`config.mk`:
```
export PLATFORM = sky130hd
export DESIGN_NAME = bar_meter_peak_hold
export DESIGN_NICKNAME = d
export VERILOG_FILES = /design/src/rtl/bmph_pkg.sv /design/src/rtl/bar_meter_peak_hold.sv
export SDC_FILE = /design/constraint.sdc
export NUM_CORES = 2
export LEC_CHECK = 0
export BUFFER_PORTS_ARGS = -buffer_cell sky130_fd_sc_hd__buf_2
export CAP_MARGIN = 15
export CORE_UTILIZATION = 55
export DETAILED_ROUTE_END_ITERATION = 6
export PLACE_DENSITY = 0.72
export SYNTH_ARGS = -nofsm -noshare
export SYNTH_HDL_FRONTEND = slang
export SYNTH_SLANG_ARGS = --single-unit
```
`constraint.sdc`:
```
create_clock -name clk_i -period 27.1 [get_ports clk_i]
set_clock_uncertainty 0.05 [all_clocks]
set_input_delay 5.42 -clock clk_i [delete_from_list [all_inputs] [get_ports clk_i]]
set_output_delay 5.42 -clock clk_i [all_outputs]
set_load 0.01 [all_outputs]
```
`src/rtl/bmph_pkg.sv`:
```
package bmph_pkg;

  // display geometry
  localparam int unsigned WIDTH  = 32;
  localparam int unsigned HEIGHT = 32;

  // field widths
  localparam int unsigned COL_W    = 5;
  localparam int unsigned NUM_COLS = 1 << COL_W;
  localparam int unsigned LEVEL_W  = 16;
  localparam int unsigned BAR_W    = 8;
  localparam int unsigned PEAK_W   = 6;
  localparam int unsigned WGT_W    = 9;
  localparam int unsigned HOLD_W   = 9;
  localparam int unsigned PERIOD_W = 8;

  // target row runs 0..HEIGHT, stored peak 0..HEIGHT+1
  localparam int unsigned TGT_W  = $clog2(HEIGHT + 2);
  localparam int unsigned PSTO_W = $clog2(HEIGHT + 2);

  // level / 20 as a reciprocal multiply, exact for every 16-bit level
  localparam int unsigned DIV_SHIFT = LEVEL_W + 5;
  localparam int unsigned DIV_MULT  = ((1 << DIV_SHIFT) + 19) / 20;
  localparam int unsigned DIV_MW    = $clog2(DIV_MULT + 1);
  localparam int unsigned DROP_W    = LEVEL_W + DIV_MW - DIV_SHIFT;

  // smoothing sum: two products, one bit of carry
  localparam int unsigned SUM_W = WGT_W + BAR_W + 1;

  // stream payload widths
  localparam int unsigned IN_TDATA_W  = 24;
  localparam int unsigned OUT_TDATA_W = 24;

  // configuration port
  localparam int unsigned APB_AW = 5;
  localparam int unsigned APB_DW = 32;

  localparam logic [2:0] REG_PREV_WGT    = 3'd0;
  localparam logic [2:0] REG_TGT_WGT     = 3'd1;
  localparam logic [2:0] REG_BOTTOM_SHOW = 3'd2;
  localparam logic [2:0] REG_PEAK_EN     = 3'd3;
  localparam logic [2:0] REG_HOLD_PERIOD = 3'd4;

  localparam logic [WGT_W-1:0]    PREV_WGT_RST    = 9'd128;
  localparam logic [WGT_W-1:0]    TGT_WGT_RST     = 9'd128;
  localparam logic                BOTTOM_SHOW_RST = 1'b1;
  localparam logic                PEAK_EN_RST     = 1'b0;
  localparam logic [PERIOD_W-1:0] HOLD_PERIOD_RST = 8'd15;

  typedef struct packed {
    logic [WGT_W-1:0]    prev_wgt;
    logic [WGT_W-1:0]    tgt_wgt;
    logic                bottom_shown;
    logic                peak_en;
    logic [PERIOD_W-1:0] hold_period;
  } cfg_t;

endpackage

```
`src/rtl/bar_meter_peak_hold.sv`:
```
// Bar graph meter with peak hold.
// Input stream: one transfer per column update, tdata = {level, column}.
// Output stream: one transfer per input, tdata = {peak_visible, peak_row,
// bar_top, out_column}. Results leave in input order.
// Throughput: one item per cycle while the output is not stalled. The pipe
// is input register, target stage (level/20 by reciprocal multiply), then
// the column update stage which reads and writes the per-column bar/peak/hold
// registers in the same cycle, so back-to-back items on the same column see
// each other's updates.
// Stalls: each stage holds when the next is full and not moving; the input
// keeps accepting while bubbles remain in the pipe and a result waits.
// Reset: clears the pipe, the per-column state (all rows and counters zero)
// and sets the registers to their defaults. Config is written over APB,
// registers at byte addresses 0,4,8,12,16; pready is always high.
module bar_meter_peak_hold (
  input  logic                           clk_i,
  input  logic                           rst_ni,
  // stream in
  input  logic                           s_axis_tvalid,
  output logic                           s_axis_tready,
  // [4:0] column, [20:5] level, [23:21] zero
  input  logic [bmph_pkg::IN_TDATA_W-1:0]  s_axis_tdata,
  // stream out
  output logic                           m_axis_tvalid,
  input  logic                           m_axis_tready,
  // [4:0] out_column, [12:5] bar_top, [18:13] peak_row, [19] peak_visible,
  // [23:20] zero
  output logic [bmph_pkg::OUT_TDATA_W-1:0] m_axis_tdata,
  // configuration
  input  logic                           psel,
  input  logic                           penable,
  input  logic                           pwrite,
  input  logic [bmph_pkg::APB_AW-1:0]      paddr,
  input  logic [bmph_pkg::APB_DW-1:0]      pwdata,
  output logic [bmph_pkg::APB_DW-1:0]      prdata,
  output logic                           pready
);
  import bmph_pkg::*;

  // ---------------- configuration ----------------
  cfg_t       cfg_q;
  logic [2:0] reg_idx;
  logic       cfg_wr;

  assign pready  = 1'b1;
  assign reg_idx = paddr[APB_AW-1:2];
  assign cfg_wr  = psel & penable & pwrite & pready;

  always_ff @(posedge clk_i or negedge rst_ni) begin
    if (!rst_ni) begin
      cfg_q.prev_wgt     <= PREV_WGT_RST;
      cfg_q.tgt_wgt      <= TGT_WGT_RST;
      cfg_q.bottom_shown <= BOTTOM_SHOW_RST;
      cfg_q.peak_en      <= PEAK_EN_RST;
      cfg_q.hold_period  <= HOLD_PERIOD_RST;
    end else if (cfg_wr) begin
      unique case (reg_idx)
        REG_PREV_WGT:    cfg_q.prev_wgt     <= pwdata[WGT_W-1:0];
        REG_TGT_WGT:     cfg_q.tgt_wgt      <= pwdata[WGT_W-1:0];
        REG_BOTTOM_SHOW: cfg_q.bottom_shown <= pwdata[0];
        REG_PEAK_EN:     cfg_q.peak_en      <= pwdata[0];
        REG_HOLD_PERIOD: cfg_q.hold_period  <= pwdata[PERIOD_W-1:0];
        default: ;
      endcase
    end
  end

  always_comb begin
    unique case (reg_idx)
      REG_PREV_WGT:    prdata = APB_DW'(cfg_q.prev_wgt);
      REG_TGT_WGT:     prdata = APB_DW'(cfg_q.tgt_wgt);
      REG_BOTTOM_SHOW: prdata = APB_DW'(cfg_q.bottom_shown);
      REG_PEAK_EN:     prdata = APB_DW'(cfg_q.peak_en);
      REG_HOLD_PERIOD: prdata = APB_DW'(cfg_q.hold_period);
      default:         prdata = '0;
    endcase
  end

  // ---------------- pipe control ----------------
  logic v1_q, v2_q, vo_q;
  logic rdy1, rdy2, rdyo;

  assign rdyo          = ~vo_q | m_axis_tready;
  assign rdy2          = ~v2_q | rdyo;
  assign rdy1          = ~v1_q | rdy2;
  assign s_axis_tready = rdy1;
  assign m_axis_tvalid = vo_q;

  always_ff @(posedge clk_i or negedge rst_ni) begin
    if (!rst_ni) begin
      v1_q <= 1'b0;
      v2_q <= 1'b0;
      vo_q <= 1'b0;
    end else begin
      if (rdy1) v1_q <= s_axis_tvalid;
      if (rdy2) v2_q <= v1_q;
      if (rdyo) vo_q <= v2_q;
    end
  end

  // ---------------- input register ----------------
  logic [COL_W-1:0]   col1_q;
  logic [LEVEL_W-1:0] level1_q;

  always_ff @(posedge clk_i) begin
    if (rdy1 && s_axis_tvalid) begin
      col1_q   <= s_axis_tdata[COL_W-1:0];
      level1_q <= s_axis_tdata[COL_W+LEVEL_W-1:COL_W];
    end
  end

  // ---------------- target row ----------------
  logic [LEVEL_W+DIV_MW-1:0] div_prod;
  logic [DROP_W-1:0]         drop;
  logic [TGT_W-1:0]          tgt_d, tgt2_q;
  logic [COL_W-1:0]          col2_q;

  assign div_prod = (LEVEL_W+DIV_MW)'(level1_q) * (LEVEL_W+DIV_MW)'(DIV_MULT);
  assign drop     = div_prod[LEVEL_W+DIV_MW-1:DIV_SHIFT];

  always_comb begin
    if (32'(drop) >= HEIGHT) tgt_d = '0;
    else                     tgt_d = TGT_W'(HEIGHT - 32'(drop));
  end

  always_ff @(posedge clk_i) begin
    if (rdy2 && v1_q) begin
      col2_q <= col1_q;
      tgt2_q <= tgt_d;
    end
  end

  // ---------------- column update ----------------
  logic [BAR_W-1:0]  bar_sto_q  [NUM_COLS];
  logic [PSTO_W-1:0] peak_sto_q [NUM_COLS];
  logic [HOLD_W-1:0] hold_sto_q [NUM_COLS];

  logic              col_ok;
  logic              upd;
  logic [BAR_W-1:0]  bar_old;
  logic [SUM_W-1:0]  wsum;
  logic [SUM_W-8:0]  bar_sh;
  logic [BAR_W-1:0]  bar_d;
  logic [PSTO_W-1:0] peak_old, peak_c, peak_d;
  logic [HOLD_W-1:0] hold_old, hold_d;
  logic              vis_d;

  assign col_ok   = 32'(col2_q) < WIDTH;
  assign upd      = rdyo & v2_q & col_ok;
  assign bar_old  = bar_sto_q[col2_q];
  assign peak_old = peak_sto_q[col2_q];
  assign hold_old = hold_sto_q[col2_q];

  assign wsum = SUM_W'(cfg_q.prev_wgt) * SUM_W'(bar_old) +
                SUM_W'(cfg_q.tgt_wgt) * SUM_W'(tgt2_q);
  // floor(/256), plus one row when the bottom row is hidden
  assign bar_sh = (SUM_W-7)'(wsum[SUM_W-1:8]) +
                  {{(SUM_W-8){1'b0}}, ~cfg_q.bottom_shown};

  always_comb begin
    bar_d = (32'(bar_sh) > 255) ? BAR_W'(255) : bar_sh[BAR_W-1:0];

    peak_c = peak_old;
    if (PSTO_W'(tgt2_q) < peak_c) peak_c = PSTO_W'(tgt2_q);
    if (32'(peak_c) > HEIGHT)     peak_c = PSTO_W'(HEIGHT);

    // counter ran out: let the peak fall one row and reload
    if (hold_old[HOLD_W-1]) begin
      peak_d = peak_c + PSTO_W'(1);
      hold_d = HOLD_W'(cfg_q.hold_period);
    end else begin
      peak_d = peak_c;
      hold_d = hold_old - HOLD_W'(1);
    end

    vis_d = cfg_q.peak_en & (32'(peak_d) != HEIGHT);
  end

  always_ff @(posedge clk_i or negedge rst_ni) begin
    if (!rst_ni) begin
      for (int i = 0; i < NUM_COLS; i++) begin
        bar_sto_q[i]  <= '0;
        peak_sto_q[i] <= '0;
        hold_sto_q[i] <= '0;
      end
    end else if (upd) begin
      bar_sto_q[col2_q]  <= bar_d;
      peak_sto_q[col2_q] <= peak_d;
      hold_sto_q[col2_q] <= hold_d;
    end
  end

  // ---------------- result register ----------------
  logic [COL_W-1:0]  col_o_q;
  logic [BAR_W-1:0]  bar_o_q;
  logic [PEAK_W-1:0] peak_o_q;
  logic              vis_o_q;

  always_ff @(posedge clk_i) begin
    if (rdyo && v2_q) begin
      col_o_q  <= col2_q;
      bar_o_q  <= col_ok ? bar_d : '0;
      peak_o_q <= col_ok ? PEAK_W'(peak_d) : '0;
      vis_o_q  <= col_ok & vis_d;
    end
  end

  assign m_axis_tdata = {
    (OUT_TDATA_W - COL_W - BAR_W - PEAK_W - 1)'(0),
    vis_o_q, peak_o_q, bar_o_q, col_o_q
  };

`ifndef SYNTHESIS
  a_peak_range: assert property (@(posedge clk_i) disable iff (!rst_ni)
    vo_q |-> (32'(peak_o_q) <= HEIGHT + 1))
    else $error("peak row beyond one below the display");

  a_vis_needs_en: assert property (@(posedge clk_i) disable iff (!rst_ni)
    (vo_q && vis_o_q) |-> cfg_q.peak_en)
    else $error("peak visible while peak display is off");

  a_stage_moves: assert property (@(posedge clk_i) disable iff (!rst_ni)
    (v2_q && rdyo) |=> vo_q)
    else $error("column update lost on its way to the result register");
`endif

endmodule
```
==> metrics.txt <==
Post-synth EDFFs=52; DIE AREA=~0.084 mm^2; # hold bufs at CTS=0; vias in the first global route=roughly 33000; Final Max Tran Viols=0; Reg2Reg Launch Point=col2_q[0]; Clock transition at path regs=about 60 ps; Starting Density=a little under three fifths; Worst setup SP type=input port; crit path kind=input port to output pin; R2R depth=28; worst-skew pair later-pin latency=~670 ps; fin crit period=around 12000 ps; Arr. time, crit path=between 6000 and 7000 ps; FF+latch count, synth=about 820; max cap viols=0; drt first pass iters=6; final period utilization=44.9%; Yosys cell types=between 80 and 90; most frequent cells in the layout=dfrtp_1, nand2_1, o21ai_0, nor2_1, inv_1; initial antenna violation count=1; largest net degree at the start of global routing=between 200 and 250; clk sink count=about 820; Post-CTS Resized=0; Fin. Hold Viols=0; P&R area growth vs syn=8.75%; worst min path class=flip-flop to flip-flop; clk buf depth=3; crit path from=paddr[2]; post-synth top area cell=dfrtp_1; IO Count=127; CTS H-tree depth=3; PortBufs=70; Mean Syn Cell Area=about 11 um^2; nets@finish=around 4600; mux share of post-synthesis cell area=12.5%; setup TNS=0 ps; total gr overflow=0; Synth Area in Simple Gates=between 10% and 20%; post-place setup slack=between 10000 and 15000 ps; outcome=finished clean; standard-cell rows=105; ant diodes=0; Critical Path Sink Type=output pin; Gate Count Post-Synth=4222; XOR/XNOR Fraction of Synth Area=less than 1%; Die Height=290 um; via-per-instance ratio=just over 6; ys flop type=dfrtp_1; Die X-Extent=290 um; hpwl dp=around 80000 um; synthesized area=roughly 0.046 mm^2; core region area=around 0.082 mm^2; Post-Synth Adder-Cell Area=about an eighth; max frequency=slightly above 80 MHz; Tot GR Track Use=between 20% and 30%; final worst slack=14940 ps; Via Count=around 32000; first-pass GRT wire length=between 150000 and 200000 um; ratio of cells with drive above 1 in the final layout=15.2%; largest family of logic cells by synthesized area=adder cells; Ys Warns=0; crit path capture=prdata[0]; CTS Buf Count=87; post-route DRC violation count=0; Routed WL per cell=22.1 um; gpl congestion=0.902; Compound-Gate Fraction of Synth Area=11.2%; top cells by area, synth=dfrtp_1, mux4_2, fa_1; DR iter-0 viols=~3300; RSZ-0062 raised after global routing=no; most common cell after layout, fill and taps aside=dfrtp_1; Worst Tran Pin Value=about 1300 ps; setup bufs post-CTS=0; reg2reg end=bar_sto_q[136]; register area share after synthesis=between 40% and 50%; top cell type's share of synthesized area=roughly two fifths; CTS root buf=clkbuf_16; CTS tree=done; critical path required time=21630 ps; final setup violation count=0; WL final=roughly 120000 um; Synth async-reset ratio=93.7%; Reg2Reg Setup Slack=between 15000 and 20000 ps; max_slew headroom=between 10% and 20%; Critical Path Fanout Max=15; post-route ant nets=0
==> stage by stage <==
| stage | utilization, % | cell area, um^2 | hold slack, ps | cells |
|---|---|---|---|---|
| after floorplan | - | 45700 | 350 | 4248 |
| after global placement | 56.7 | 46600 | 354 | 5145 |
| after detailed placement | 56.7 | 46600 | 355 | 5145 |
| after CTS | 60.4 | 49600 | 371 | 5308 |
| after global routing | 60.4 | 49600 | 376 | 5311 |
| final | 60.4 | 49600 | 369 | 5311 |
==> cell type report <==
cell class | instances | area [um^2]
fillers | 6565 | 32500
repair buffers | 155 | 1060
inverters | 290 | 1090
multi-input cells | 2814 | 22400
flip-flops and latches | 819 | 20800
clock inverters | 34 | 459
clock buffers | 129 | 2550
well taps | 1070 | 1340
==> how the worst min path moves through the flow <==
stage / from / to / slack (ps) / cells past startpoint
floorplan: col1_q[0] / col2_q[0] / 350 / 0
global placement: col1_q[4] / col2_q[4] / 350 / 0
detailed placement: col1_q[0] / col2_q[0] / 360 / 0
CTS: col1_q[3] / col2_q[3] / 370 / 0
global route: col1_q[1] / col2_q[1] / 380 / 0
finish: col1_q[3] / col2_q[3] / 370 / 0
==> flip-flops by register name (all words and copies together), names as in the netlist, 6 cells and up <==
register,flops
peak_o_q,6
level1_q,16
bar_o_q,8
hold_sto_q,288
peak_sto_q,192
cfg_q,28
bar_sto_q,256
tgt2_q,6
==> synth_stat cells, drive strengths merged (7+ instances only) <==
| cell | number |
|---|---|
| nand3 | 13 |
| dfrtp | 760 |
| fa | 173 |
| o22ai | 17 |
| or3 | 9 |
| inv | 290 |
| buf | 110 |
| a21o | 14 |
| nor4 | 7 |
| nor2 | 368 |
| and4 | 13 |
| and2 | 68 |
| nor3 | 79 |
| ha | 201 |
| nand4 | 18 |
| and3 | 9 |
| o21ai | 412 |
| a31oi | 170 |
| mux4 | 169 |
| xnor2 | 13 |
| nand3b | 7 |
| a21oi | 137 |
| mux2i | 48 |
| nand2b | 12 |
| xor2 | 19 |
| nand2 | 520 |
| clkbuf | 215 |
| dfstp | 7 |
| a22oi | 86 |
| edfxtp | 52 |
| mux2 | 126 |
==> cell families after synthesis <==
group           Yosys count
fa+ha+maj               374
compound gates          882
mux                     343
buf+inv                 615
other cells               2
simple gates           1155
flops                   819
xor+xnor                 32
==> critical path, stage by stage <==
cell,delay [ps]
buf_2,310
mux4_2,540
mux2_2,270
buf_2,140
==> metal layers <==
metal | routed length (um) | up-vias | GRT usage (%) | part of all wire, %
met5 | 0 | - | 0 | 0
met4 | 3630 | 0 | 9.94 | 3.1
met3 | 9310 | 240 | 4.86 | 7.9
met2 | 55800 | 1300 | 46.0 | 47
met1 | 48800 | 16500 | 39.5 | 42
li1 | - | 14500 | - | -
Power is left out: the tool's default activity adds up to more than one toggle a clock period on the data nets, which glitch-free logic cannot reach.
